===== src/hdl/mmq_pkg.sv =====
package mmq_pkg;

  localparam int NUM_MBX_DEF   = 16;
  localparam int POOL_SIZE_DEF = 64;
  localparam int DATA_W_DEF    = 64;

  localparam logic [2:0] ACT_ALLOC  = 3'd0;
  localparam logic [2:0] ACT_FREE   = 3'd1;
  localparam logic [2:0] ACT_SETPOL = 3'd2;
  localparam logic [2:0] ACT_SEND   = 3'd3;
  localparam logic [2:0] ACT_RECV   = 3'd4;
  localparam logic [2:0] ACT_PEEK   = 3'd5;

  localparam logic [1:0] POL_UNLIM  = 2'd0;
  localparam logic [1:0] POL_NEWEST = 2'd1;
  localparam logic [1:0] POL_OLDEST = 2'd2;

  localparam logic [6:0] DEF_LIMIT_RST  = 7'd8;
  localparam logic [1:0] DEF_POLICY_RST = 2'd1;

  typedef enum logic [3:0] {
    ST_OK        = 4'd0,
    ST_BAD_MBX   = 4'd1,
    ST_NOT_ALLOC = 4'd2,
    ST_NO_BLK    = 4'd3,
    ST_Q_FULL    = 4'd4,
    ST_NO_MSG    = 4'd5,
    ST_NO_MBX    = 4'd6,
    ST_BAD_ARG   = 4'd7,
    ST_NOT_OWNER = 4'd8
  } status_t;

  typedef struct packed {
    logic [2:0]  action;
    logic [7:0]  mailbox;
    logic [7:0]  requester;
    logic [63:0] d1;
    logic [63:0] d2;
    logic [1:0]  pol;
    logic [6:0]  lim;
    logic        early;
    logic        report;
    status_t     err;
  } req_t;

endpackage


===== src/hdl/mmq_front.sv =====
module mmq_front #(
  parameter int NUM_MAILBOXES = mmq_pkg::NUM_MBX_DEF
) (
  input  logic          clk,
  input  logic          rst_n,
  input  logic          push,
  output logic          full,
  input  logic [2:0]    in_action,
  input  logic [7:0]    in_mailbox,
  input  logic [7:0]    in_requester,
  input  logic [63:0]   in_d1_in,
  input  logic [63:0]   in_d2_in,
  input  logic [1:0]    in_policy,
  input  logic [6:0]    in_queue_limit,
  output logic          fq_valid,
  output mmq_pkg::req_t fq_data,
  input  logic          fq_pop
);
  import mmq_pkg::*;

  req_t       ent_r [2];
  logic       wp_r, wp_nxt, rp_r, rp_nxt;
  logic [1:0] cnt_r, cnt_nxt;
  req_t       cls;
  logic       do_push, do_pop;

  always_comb begin
    cls.action    = in_action;
    cls.mailbox   = in_mailbox;
    cls.requester = in_requester;
    cls.d1        = in_d1_in;
    cls.d2        = in_d2_in;
    cls.pol       = in_policy;
    cls.lim       = in_queue_limit;
    cls.early     = 1'b0;
    cls.report    = 1'b0;
    cls.err       = ST_OK;
    if (in_action > ACT_PEEK) begin
      cls.early = 1'b1;
      cls.err   = ST_BAD_ARG;
    end else if (in_action != ACT_ALLOC && 9'(in_mailbox) >= 9'(NUM_MAILBOXES)) begin
      cls.early = 1'b1;
      cls.err   = ST_BAD_MBX;
    end else if (in_action == ACT_SETPOL && in_policy > POL_OLDEST) begin
      cls.early  = 1'b1;
      cls.report = 1'b1;
      cls.err    = ST_BAD_ARG;
    end
  end

  assign full     = cnt_r == 2'd2;
  assign fq_valid = cnt_r != 2'd0;
  assign fq_data  = ent_r[rp_r];
  assign do_push  = push && !full;
  assign do_pop   = fq_pop && fq_valid;

  always_comb begin
    wp_nxt  = do_push ? ~wp_r : wp_r;
    rp_nxt  = do_pop ? ~rp_r : rp_r;
    cnt_nxt = cnt_r + 2'(do_push) - 2'(do_pop);
  end

  always_ff @(posedge clk) begin
    if (!rst_n) begin
      wp_r  <= 1'b0;
      rp_r  <= 1'b0;
      cnt_r <= 2'd0;
    end else begin
      wp_r  <= wp_nxt;
      rp_r  <= rp_nxt;
      cnt_r <= cnt_nxt;
    end
    if (do_push) begin
      ent_r[wp_r] <= cls;
    end
  end
endmodule


===== config.mk =====
export PLATFORM = sky130hd
export DESIGN_NAME = mmq_front
export DESIGN_NICKNAME = d
export VERILOG_FILES = /design/src/hdl/mmq_pkg.sv /design/src/hdl/mmq_front.sv
export SDC_FILE = /design/constraint.sdc
export NUM_CORES = 1
export LEC_CHECK = 0
export ABC_AREA = 1
export BUFFER_PORTS_ARGS = -buffer_cell sky130_fd_sc_hd__buf_2
export CAP_MARGIN = 10
export CORE_MARGIN = 1
export CORE_UTILIZATION = 57
export CTS_CLUSTER_DIAMETER = 200
export DETAILED_ROUTE_END_ITERATION = 6
export PLACE_DENSITY = 0.85
export SYNTH_ARGS = -nofsm -noshare
export SYNTH_HDL_FRONTEND = slang
export SYNTH_SLANG_ARGS = --single-unit

===== constraint.sdc =====
create_clock -name clk -period 13.95 [get_ports clk]
set_input_delay 2.79 -clock clk [delete_from_list [all_inputs] [get_ports clk]]
set_output_delay 2.79 -clock clk [all_outputs]
set_load 0.01 [all_outputs]

==> After elaboration in Yosys (flattened, before gate mapping) <==
Memory sizes are Yosys's and may differ from the RTL's. A register that Yosys moved wholly into a read port is not among the register bits.
Index checks and enable logic that the tools add are counted.
{ "totals": {"mem_bits_rw": 324, "wordCells": 31, "n_memories": 1, "mem_bits_ro": 0, "output_inout_bits": 164, "regBits": 4, "latchBits": 0, "in_bits": 160} }
{ "op_classes": {"mul": 0, "n_mux": 11, "eq_ne": 2, "div": 0, "add_sub_neg": 2, "shifts": 0, "bitwise_logic": 2, "reduce_logical": 7, "n_lt_le_gt_ge": 3} }
{ "mem_list": {"columns": ["memory", "depth", "word_bits", "rd", "rd_ports_with_merged_regs", "write_ports", "line_no", "rtl"], "rows": [
  ["ent_r", 2, 162, 1, 1, 1, "mmq_front.sv:21", "req_t ent_r [2];"]
]} }
{ "ops": {"columns": ["cell", "n"], "rows": [
  ["8-bit by 5-bit greater-or-equal comparator with 1-bit output (second input constant)", 1],
  ["1-bit two-way mux", 8],
  ["4-bit two-way mux", 2],
  ["6-bit two-way mux", 1],
  ["1-bit logical AND", 4],
  ["3-bit by 2-bit == test with 1-bit output (second input constant)", 1],
  ["3-bit > comparator (second input constant)", 1],
  ["3-bit nonzero test", 1],
  ["2-bit by 1-bit adder with 2-bit output", 1],
  ["2-bit == test (second input constant)", 1],
  ["2-bit > comparator (second input constant)", 1],
  ["1-bit NOT", 2],
  ["2-bit nonzero test", 1],
  ["2-bit by 1-bit subtractor with 2-bit output", 1],
  ["1-bit zero test", 1]
]} }

==> Logic depth before layout (Yosys ltp) <==
Gate-level depths: netlist (run 1).
{ "depth": {"depth_word": 5, "depth_mapped": 11, "ltp_nobuf": 11} }

==> Least setup slack after synthesis (run 1) <==
No wires, ideal clock.
{ "synth_timing": {"path_kind": "input to register", "from": "input push", "to": "memory ent_r[0][100] in the netlist's numbering (enable)", "required_ps": 13271, "stages": 2, "n_path_buf": 0, "setup_ps": 679, "arrival_ps": 9457, "setup_slack_ps": 3814, "cell_sequence": "nand2_1 > nor2_1"} }
{ "synth_between": {"elab_chain_cells": 3} }
{ "synth_rtl": {"columns": ["item", "line_no", "rtl"], "rows": [
  ["from (decl)", "mmq_front.sv:6", "input logic push,"],
  ["1-bit logical AND", "mmq_front.sv:54", "assign do_push = push && !full;"],
  ["1-bit two-way mux", "mmq_front.sv:73", "if (do_push) begin"],
  ["1-bit two-way mux (implied by the code)", "mmq_front.sv:74", "ent_r[wp_r] <= cls;"],
  ["to (decl)", "mmq_front.sv:21", null]
]} }
No other way between the ends.

==> results of run 1 <==
==> cell families (layout without fill, tap and decap cells) <==
group	count (synthesis)	in the layout
simple gates	36	36
buf+inv	34	394
compound gates	2	2
fa+ha+maj	2	2
flops	323	323
other cells	1	5
mux	159	159
==> sequential cells by signal, indices dropped and copies added, names as in the netlist, named ones only <==
name / flops
rp_r: 1
cnt_r: 2
wp_r: 1
ent_r: 318
==> cells in the mapped netlist, drive strengths merged <==
cell      n
edfxtp  318
mux2    159
buf      21
nand2    18
inv      13
nor2     13
dfxtp     5
nand3     5
a21oi     2
ha        2
conb      1
==> critical path: stages (launching register included) <==
cell	delay [ns]
dfxtp_4	0.89
buf_4	0.93
mux2_2	0.42
buf_2	0.15
==> worst max path at each step <==
| stage | startpoint | to | slack (ns) | depth (start not counted) |
|---|---|---|---|---|
| 2_1_floorplan | push | ent_r[0][100]$_DFFE_PP_ | 3.81 | 2 |
| 3_3_place_gp | push | ent_r[0][19]$_DFFE_PP_ | 8.02 | 5 |
| 3_5_place_dp | push | ent_r[0][96]$_DFFE_PP_ | 7.99 | 5 |
| 4_1_cts | register | fq_data[15] | 8.13 | 3 |
| 5_1_grt | register | fq_data[15] | 8.05 | 3 |
| 6_report | register | fq_data[15] | 8.16 | 3 |
==> layout by cell type, fill, tap and decap left out, types with 5 or more instances in the layout <==
cell type / instances
buf_2: 322
edfxtp_1: 318
mux2_4: 101
mux2_2: 58
clkbuf_16: 31
nand2_1: 18
inv_1: 12
nor2_1: 12
clkbuf_1: 9
nand3_1: 5
clkinv_2: 5
buf_4: 5
==> per-stage QoR <==
stage / setup WS (ns) / hold slack [ns] / cell area (µm²) / utilization [%]
2_1_floorplan: 3.81 / 0.467 / 12200 / -
3_3_place_gp: 8.02 / 0.488 / 14100 / 66.9
3_5_place_dp: 7.99 / 0.529 / 14100 / 66.9
4_1_cts: 8.13 / 0.546 / 15000 / 71.5
5_1_grt: 8.05 / 0.585 / 15000 / 71.5
6_report: 8.16 / 0.543 / 15000 / 71.6
==> layer usage <==
metal  vias up  share of wire (%)  track usage [%]
met1      3014                 36             21.2
met3        35                9.5             6.72
li1       2846                  -                -
met2       283                 53             35.9
met5         -               0.14                0
met4         6                1.7             5.10
==> power groups by stage <==
| stage | clock network (mW) | registers, mW | logic (mW) |
|---|---|---|---|
| floorplan | 0 | 1.31 | 0.460 |
| global placement | 0 | 1.30 | 0.642 |
| detailed placement | 0 | 1.31 | 0.652 |
| CTS | 0.820 | 1.29 | 0.658 |
| global route | 0.855 | 1.30 | 0.691 |
| finish | 0.806 | 1.29 | 0.648 |
==> layout make-up <==
cell class | instances | area (µm²) | share of cell area, %
clock buffers | 40 | 810 | 5.38
flip-flops and latches | 323 | 9650 | 64.2
inverters | 13 | 53.8 | 0.358
multi-input cells | 200 | 2360 | 15.7
well taps | 275 | 344 | 2.29
repair buffers | 327 | 1650 | 11.0
diodes | 4 | 10.0 | 0.0665
clock inverters | 14 | 169 | 1.12
==> flow_summary.toml, run 1 <==
[outcome]
outcome = "finished clean"

[power_and_ir_drop]
power_density_nw_per_um2 = 182
peakVddDrop_mv = 0.143
internal_power_mw = 2.03
p_total_mw = 2.74
p_comb_share_pct = 23.6
clockPowerShare_pct = 29.4
switching_share_pct = 25.9
p_leak_nw = 5.89
seqPwrFrac_pct = 47.0
switching_power_mw = 0.709

[synth]
synth.avg_cell_area_um2 = 22.0
synthAdderAreaFrac_pct = 0.204
synth_compound_area_share_pct = 0.0817
netlist.area_leader.share_pct = 78.0
synth-xor-area-share_pct = 0
syn_area_um2 = 12200
yosysTopAreaCell = "edfxtp_1"
synthTopCellsByArea = "edfxtp_1, mux2_4, mux2_2"
syn_nets = 719
synth_top_family_by_area = "multiplexers"
yosysUniqueCellTypes = 14
yosysSeqAreaShare_pct = 78.8
ys_seq_elements = 323
synthCells = 557
synth_mux_area_share_pct = 17.7
synthSimpleGateAreaFrac_pct = 1.15
synth_warnings = 0

[timing]
fin_crit_sh_pct = 41.5
slew_headroom_pct = 24.3
fin_crit_ns = 5.79
tightest_slew_ns = 1.13
skew_ns = 0.0192
timing.fmax_mhz = 173
setup_viol = 0
drv_slew = 0
tns_ns = 0
hold_viol_final = 0
rsz0062_at_grt = "false"

[floorplanning]
boundaryPins = 324
die_area_um2 = 22100
core_um2 = 21000
start_util_pct = 58.3
die_x_um = 149
die_h_um = 149
row_count = 53

[placement]
numPortBuffers = 322
place_inst = 1138
dp_hpwl_um = 14900
gp_congestion = 0.781

[final_layout]
nets = 1058
drive_above_1_share_pct = 57.8
fin_cells = 1196
fillers = 1297
area_growth_pct = 22.8

[routing]
first_pass_iters = 4
vias = 6184
drc = 0
finalWirelength_um = 22600
viasPerCell = 5.17
drtAntennaViolNets = 0
drtIter0Drc = 408
wl_per_cell_um = 18.9

[worst_setup_path]
rr_worst_depth = 6
r2r_slack_ns = 10.43
critical_path.startpoint_type = "register"
r2r-start = "cnt_r[0]$_SDFF_PN0_"
critPathArrivalTime_ns = 3.00
required_ns = 11.16
endpoint_kind = "output pin"
worst-setup-path-type = "reg -> out"
cp_max_fo = 58
reg2reg_to = "ent_r[0][53]$_DFFE_PP_"

[clock_tree]
cts.clk_slew.worst_paths_ns = 0.06
clock_sinks = 323
hold_buffers = 0
clk_path_buf_depth = 3
clockRootBuffer = "clkbuf_16"
cts_buffers = 31
postCtsResizedCells = 0
cts_setup_buffers = 0
clk_latency_ns = 0.54
cts_tree = "yes"
cts_max_level = 1

[min_path]
hold_path_end = "rp_r$_SDFFE_PN0P_"
min-delay-start = "rp_r$_SDFFE_PN0P_"
whs_path_depth = 2
hold_path_class = "reg -> reg"

[run]
max_cap_viol_count = 0

[grt]
track_usage_pct = 19.5
grt_overflow = 0
grt_pass1_wl_um = 32300
grt_pass1_vias = 6190
antenna_found_initial = 7
grt_max_degree = 93
No activity file was read; power rests on OpenSTA's default activity.
==> inputs of run 2 (changes only) <==
Settings changed: CORE_UTILIZATION 57 to 52, PLACE_DENSITY 0.85 to 0.79.
Clock period 13.95 ns to 5.4 ns, I/O delays scaled along.
==> run 2 against run 1 <==
  * Critical path depth did not move
  * Combinational power rose to 2.6 times the previous value
  * Setup slack got worse by 6.3 ns
  * Routed wire length rose by 0.90%
  * Clock skew fell by 0.010 ns
==> flow_summary.toml, run 2 (synthesis results as in run 1) <==
[timing]
worst_slack_ns = 1.89
fin_crit_ns = 3.51
rsz0062_at_grt = "false"
tightest_slew_ns = 1.07
tns_ns = 0
hold_viol_final = 0
skew_ns = 0.00884
fin_crit_sh_pct = 64.9
setup_viol = 0
drv_slew = 0
hold_ws_ns = 0.512
timing.fmax_mhz = 285
slew_headroom_pct = 28.3

[power_and_ir_drop]
peakVddDrop_mv = 0.376
power_density_nw_per_um2 = 461
p_total_mw = 6.93
p_leak_nw = 5.86

[final_layout]
final_cell_mix = "buf_2, edfxtp_1, mux2_4, mux2_2, clkbuf_16"
largest_reg_flops = 318
top_regs = "ent_r (318), cnt_r (2)"
top_register = "ent_r"
drive_above_1_share_pct = 57.3
area_growth_pct = 22.8
nets = 1059
final_common_cell = "buf_2"

[clock_tree]
cts.clk_slew.worst_paths_ns = 0.06
postCtsResizedCells = 0
clockRootBuffer = "clkbuf_16"
cts_max_level = 1
hold_buffers = 0
cts_buffers = 31
cts_setup_buffers = 0
cts_tree = "yes"
clk_path_buf_depth = 3
clk_latency_ns = 0.53
clock_sinks = 323

[grt]
grt_pass1_wl_um = 33500
grt_overflow = 0
antenna_found_initial = 5
grt_max_degree = 94
track_usage_pct = 18.2
grt_pass1_vias = 6293

[outcome]
outcome = "finished clean"

[run]
max_cap_viol_count = 0

[min_path]
whs_path_depth = 2
hold_path_class = "reg -> reg"
min-delay-start = "rp_r$_SDFFE_PN0P_"
hold_path_end = "rp_r$_SDFFE_PN0P_"

[routing]
drtIter0Drc = 273
drtAntennaViolNets = 0
wl_per_cell_um = 18.5
finalWirelength_um = 22800
vias = 6172
drc = 0
first_pass_iters = 6
viasPerCell = 5.00

[worst_setup_path]
endpoint_kind = "output pin"
r2r-start = "cnt_r[0]$_SDFF_PN0_"
critical_path.startpoint_type = "register"
reg2reg_to = "ent_r[0][30]$_DFFE_PP_"
critPathArrivalTime_ns = 2.43
r2r_slack_ns = 3.12
worst-setup-path-type = "reg -> out"
required_ns = 4.32
cp_max_fo = 46
rr_worst_depth = 6

[floorplanning]
row_count = 55
die_area_um2 = 24200
die_x_um = 155
boundaryPins = 324
core_um2 = 22800
start_util_pct = 53.6
die_h_um = 155

[placement]
dp_slack_ns = 2.44
gp_congestion = 0.771
numPortBuffers = 322
dp_hpwl_um = 15100
-- run 2: critical path, cell delays in order, from the launching register on --
cell and delay [ns]:
dfxtp_4 0.58, buf_4 0.68, mux2_2 0.41, buf_2 0.14
-- run 2: where the power goes --
| group | switching (mW) | total [mW] | internal, mW |
|---|---|---|---|
| registers | 0.110 | 3.29 | 3.18 |
| clock network | 0.830 | 1.92 | 1.09 |
| logic | 0.880 | 1.71 | 0.832 |
-- run 2: layout make-up --
type | instances | area [µm²]
antenna | 4 | 10.0
clock buffer | 42 | 817
clock inverter | 12 | 76.3
fill | 1603 | 7810
inverter | 13 | 53.8
multi-input combinational | 200 | 2360
sequential | 323 | 9650
tap | 313 | 392
timing repair buffer | 328 | 1680
-- run 2: per-stage QoR --
step                      util [%]  area (µm²)  std cells
final                         65.8       15000       1235
after global routing          65.8       15000       1234
after CTS                     65.8       15000       1231
after detailed placement      61.9       14100       1177
after global placement        61.9       14100       1177
after floorplan                  -       12300        557
-- run 2: layer usage --
| layer | vias up | wire, µm | global-route usage [%] |
|---|---|---|---|
| met3 | 40 | 1800 | 4.87 |
| met5 | - | 8 | 0 |
| met2 | 270 | 11600 | 31.7 |
| met4 | 2 | 488 | 6.30 |
| li1 | 2849 | - | - |
| met1 | 3011 | 8890 | 21.9 |
-- run 2: worst max-delay path by stage --
| stage | endpoint | slack (ns) |
|---|---|---|
| finish | fq_data[135] | 1.89 |
| global route | fq_data[135] | 1.79 |
| CTS | fq_data[135] | 1.87 |
| detailed placement | fq_data[135] | 2.44 |
| global placement | fq_data[135] | 2.50 |
| floorplan | ent_r[1][100]$_DFFE_PP_ | 0.63 |
==> inputs of run 3 (changes only) <==
Settings changed: ABC_AREA 1 to 0, CORE_UTILIZATION 52 to 47, PLACE_DENSITY 0.79 to 0.75.
Clock period 5.4 ns to 2.9 ns, I/O delays scaled along.
==> run 3 against run 2 <==
  * Flip-flop and latch count stayed put
  * Final cell count is 0.65% higher
  * Via count is 1.6% lower
==> flow_summary.toml, run 3 <==
[worst_setup_path]
reg2reg_to = "ent_r[0][91]$_DFFE_PP_"
r2r-start = "cnt_r[0]$_SDFF_PN0_"
worst-setup-path-type = "reg -> out"
cp_max_fo = 38
critPathArrivalTime_ns = 2.01
r2r_slack_ns = 0.93
critical_path.startpoint_type = "register"
required_ns = 2.32
rr_worst_depth = 5
endpoint_kind = "output pin"

[synth]
yosysMostFrequentCell = "edfxtp_1"
yosysTopAreaCell = "edfxtp_1"
ys_seq_elements = 323
netlist.area_leader.share_pct = 78.1
postSynth.asyncResetShare_pct = 0
synthCells = 537
synthTopCellsByArea = "edfxtp_1, mux2_4, mux2_2"
syn_nets = 699
synth_warnings = 0
synth_ff_type = "edfxtp_1"
synth_edf_count = 318
syn_area_um2 = 12200
yosys-top-cells-count = "edfxtp_1, mux2_4, mux2_2, buf_6, nor2_1"
yosysSeqAreaShare_pct = 79.0
synth.avg_cell_area_um2 = 22.8
yosysUniqueCellTypes = 27

[final_layout]
top_regs = "ent_r (318), cnt_r (2)"
nets = 1052
final_common_cell = "buf_2"
top_register = "ent_r"
final_cell_mix = "buf_2, edfxtp_1, mux2_4, mux2_2, clkbuf_16"
fin_area_um2 = 15300
largest_reg_flops = 318
drive_above_1_share_pct = 59.8
area_growth_pct = 25.0
fillers = 1880

[clock_tree]
cts_setup_buffers = 0
cts_max_level = 2
cts.clk_slew.worst_paths_ns = 0.06
postCtsResizedCells = 0
clock_sinks = 323
clockRootBuffer = "clkbuf_16"
cts_buffers = 34
clk_path_buf_depth = 3
clk_latency_ns = 0.49
hold_buffers = 0
cts_tree = "yes"

[power_and_ir_drop]
clockPowerShare_pct = 28.3
peakVddDrop_mv = 0.543
switching_power_mw = 3.65
internal_power_mw = 10.1
p_leak_nw = 5.91
power_density_nw_per_um2 = 902
seqPwrFrac_pct = 44.7
p_comb_share_pct = 27.0
switching_share_pct = 26.5

[outcome]
outcome = "finished clean"

[routing]
drc = 0
vias = 6076
drtAntennaViolNets = 0
finalWirelength_um = 22200
wl_per_cell_um = 17.9
viasPerCell = 4.89
first_pass_iters = 4
drtIter0Drc = 371

[timing]
hold_viol_final = 0
tns_ns = 0
fin_crit_sh_pct = 89.4
setup_viol = 0
worst_slack_ns = 0.308
skew_ns = 0.0123
fin_crit_ns = 2.59
timing.fmax_mhz = 386
rsz0062_at_grt = "false"
drv_slew = 0

[floorplanning]
boundaryPins = 324
die_x_um = 163
die_area_um2 = 26700
start_util_pct = 48.3
die_h_um = 163
core_um2 = 25300
row_count = 58

[min_path]
min-delay-start = "in_d1_in[18]"
hold_path_end = "ent_r[0][97]$_DFFE_PP_"
whs_path_depth = 1
hold_path_class = "in -> reg"

[grt]
grt_overflow = 0
grt_max_degree = 67
grt_pass1_wl_um = 32900
antenna_found_initial = 3
grt_pass1_vias = 6181
track_usage_pct = 16.2

[placement]
dp_hpwl_um = 15100
placed_cell_area_um2 = 14300
dp_slack_ns = 0.713
gp_congestion = 0.749
numPortBuffers = 322

[run]
max_cap_viol_count = 0
==> run 3: changes by cell type after synthesis, sizes merged, moves of 2 or more <==
cell,delta
nand2b,+2
inv,-8
nor2,-7
nand2,-16
and2,+2
nand3,-5
==> run 3: layout make-up <==
cell class / instances / area (µm²) / area share (%)
Antenna cell: 1 / 2.50 / 0.0164
Multi-Input combinational cell: 188 / 2360 / 15.5
Sequential cell: 323 / 9650 / 63.2
Clock inverter: 14 / 58.8 / 0.385
Timing Repair Buffer: 338 / 1810 / 11.8
Clock buffer: 44 / 952 / 6.23
Inverter: 5 / 30.0 / 0.197
Tap cell: 330 / 413 / 2.70
==> run 3: power groups by stage <==
stage | sequential, mW | clock [mW] | combinational (mW)
floorplan | 6.21 | 0 | 2.58
global placement | 6.23 | 0 | 3.75
detailed placement | 6.28 | 0 | 3.78
CTS | 6.18 | 4.01 | 3.80
global route | 6.23 | 4.18 | 4.00
finish | 6.17 | 3.90 | 3.72
==> run 3: worst max-delay path by stage <==
stage | from | end
2_1_floorplan | push | ent_r[0][100]$_DFFE_PP_
3_3_place_gp | push | ent_r[0][91]$_DFFE_PP_
3_5_place_dp | push | ent_r[0][149]$_DFFE_PP_
4_1_cts | register | fq_data[154]
5_1_grt | register | fq_data[140]
6_report | register | fq_data[154]
==> run 3: cells by family after synthesis <==
group	count (synthesis)	synth area share [%]
flops	323	79.0
xor+xnor	2	0.143
simple gates	19	0.870
buf+inv	26	1.79
other cells	1	0.0307
fa+ha+maj	2	0.205
compound gates	5	0.256
mux	159	17.8
==> run 3: per-stage QoR <==
step | hold WS (ns) | cells | power (mW) | utilization, %
after global routing | 0.246 | 1243 | 14.4 | 60.3
after floorplan | 0.462 | 537 | 8.80 | -
after detailed placement | 0.500 | 1184 | 10.1 | 56.3
final | 0.273 | 1243 | 13.8 | 60.3
after global placement | 0.494 | 1184 | 9.98 | 56.3
after CTS | 0.248 | 1242 | 14.0 | 60.3
==> run 3: per-layer routing <==
layer  global-route usage (%)  vias to the layer above  wire length [µm]
met2                     28.0                      242             11200
met1                     18.7                     2955              8410
met4                     5.23                        4               467
li1                         -                     2826                 -
met5                        0                        -                22
met3                     5.64                       49              2050
==> run 3: critical path, stage by stage, from the launching register on <==
cell and delay (ns):
dfxtp_4 0.65, buf_12 0.32, mux2_2 0.38, buf_2 0.14
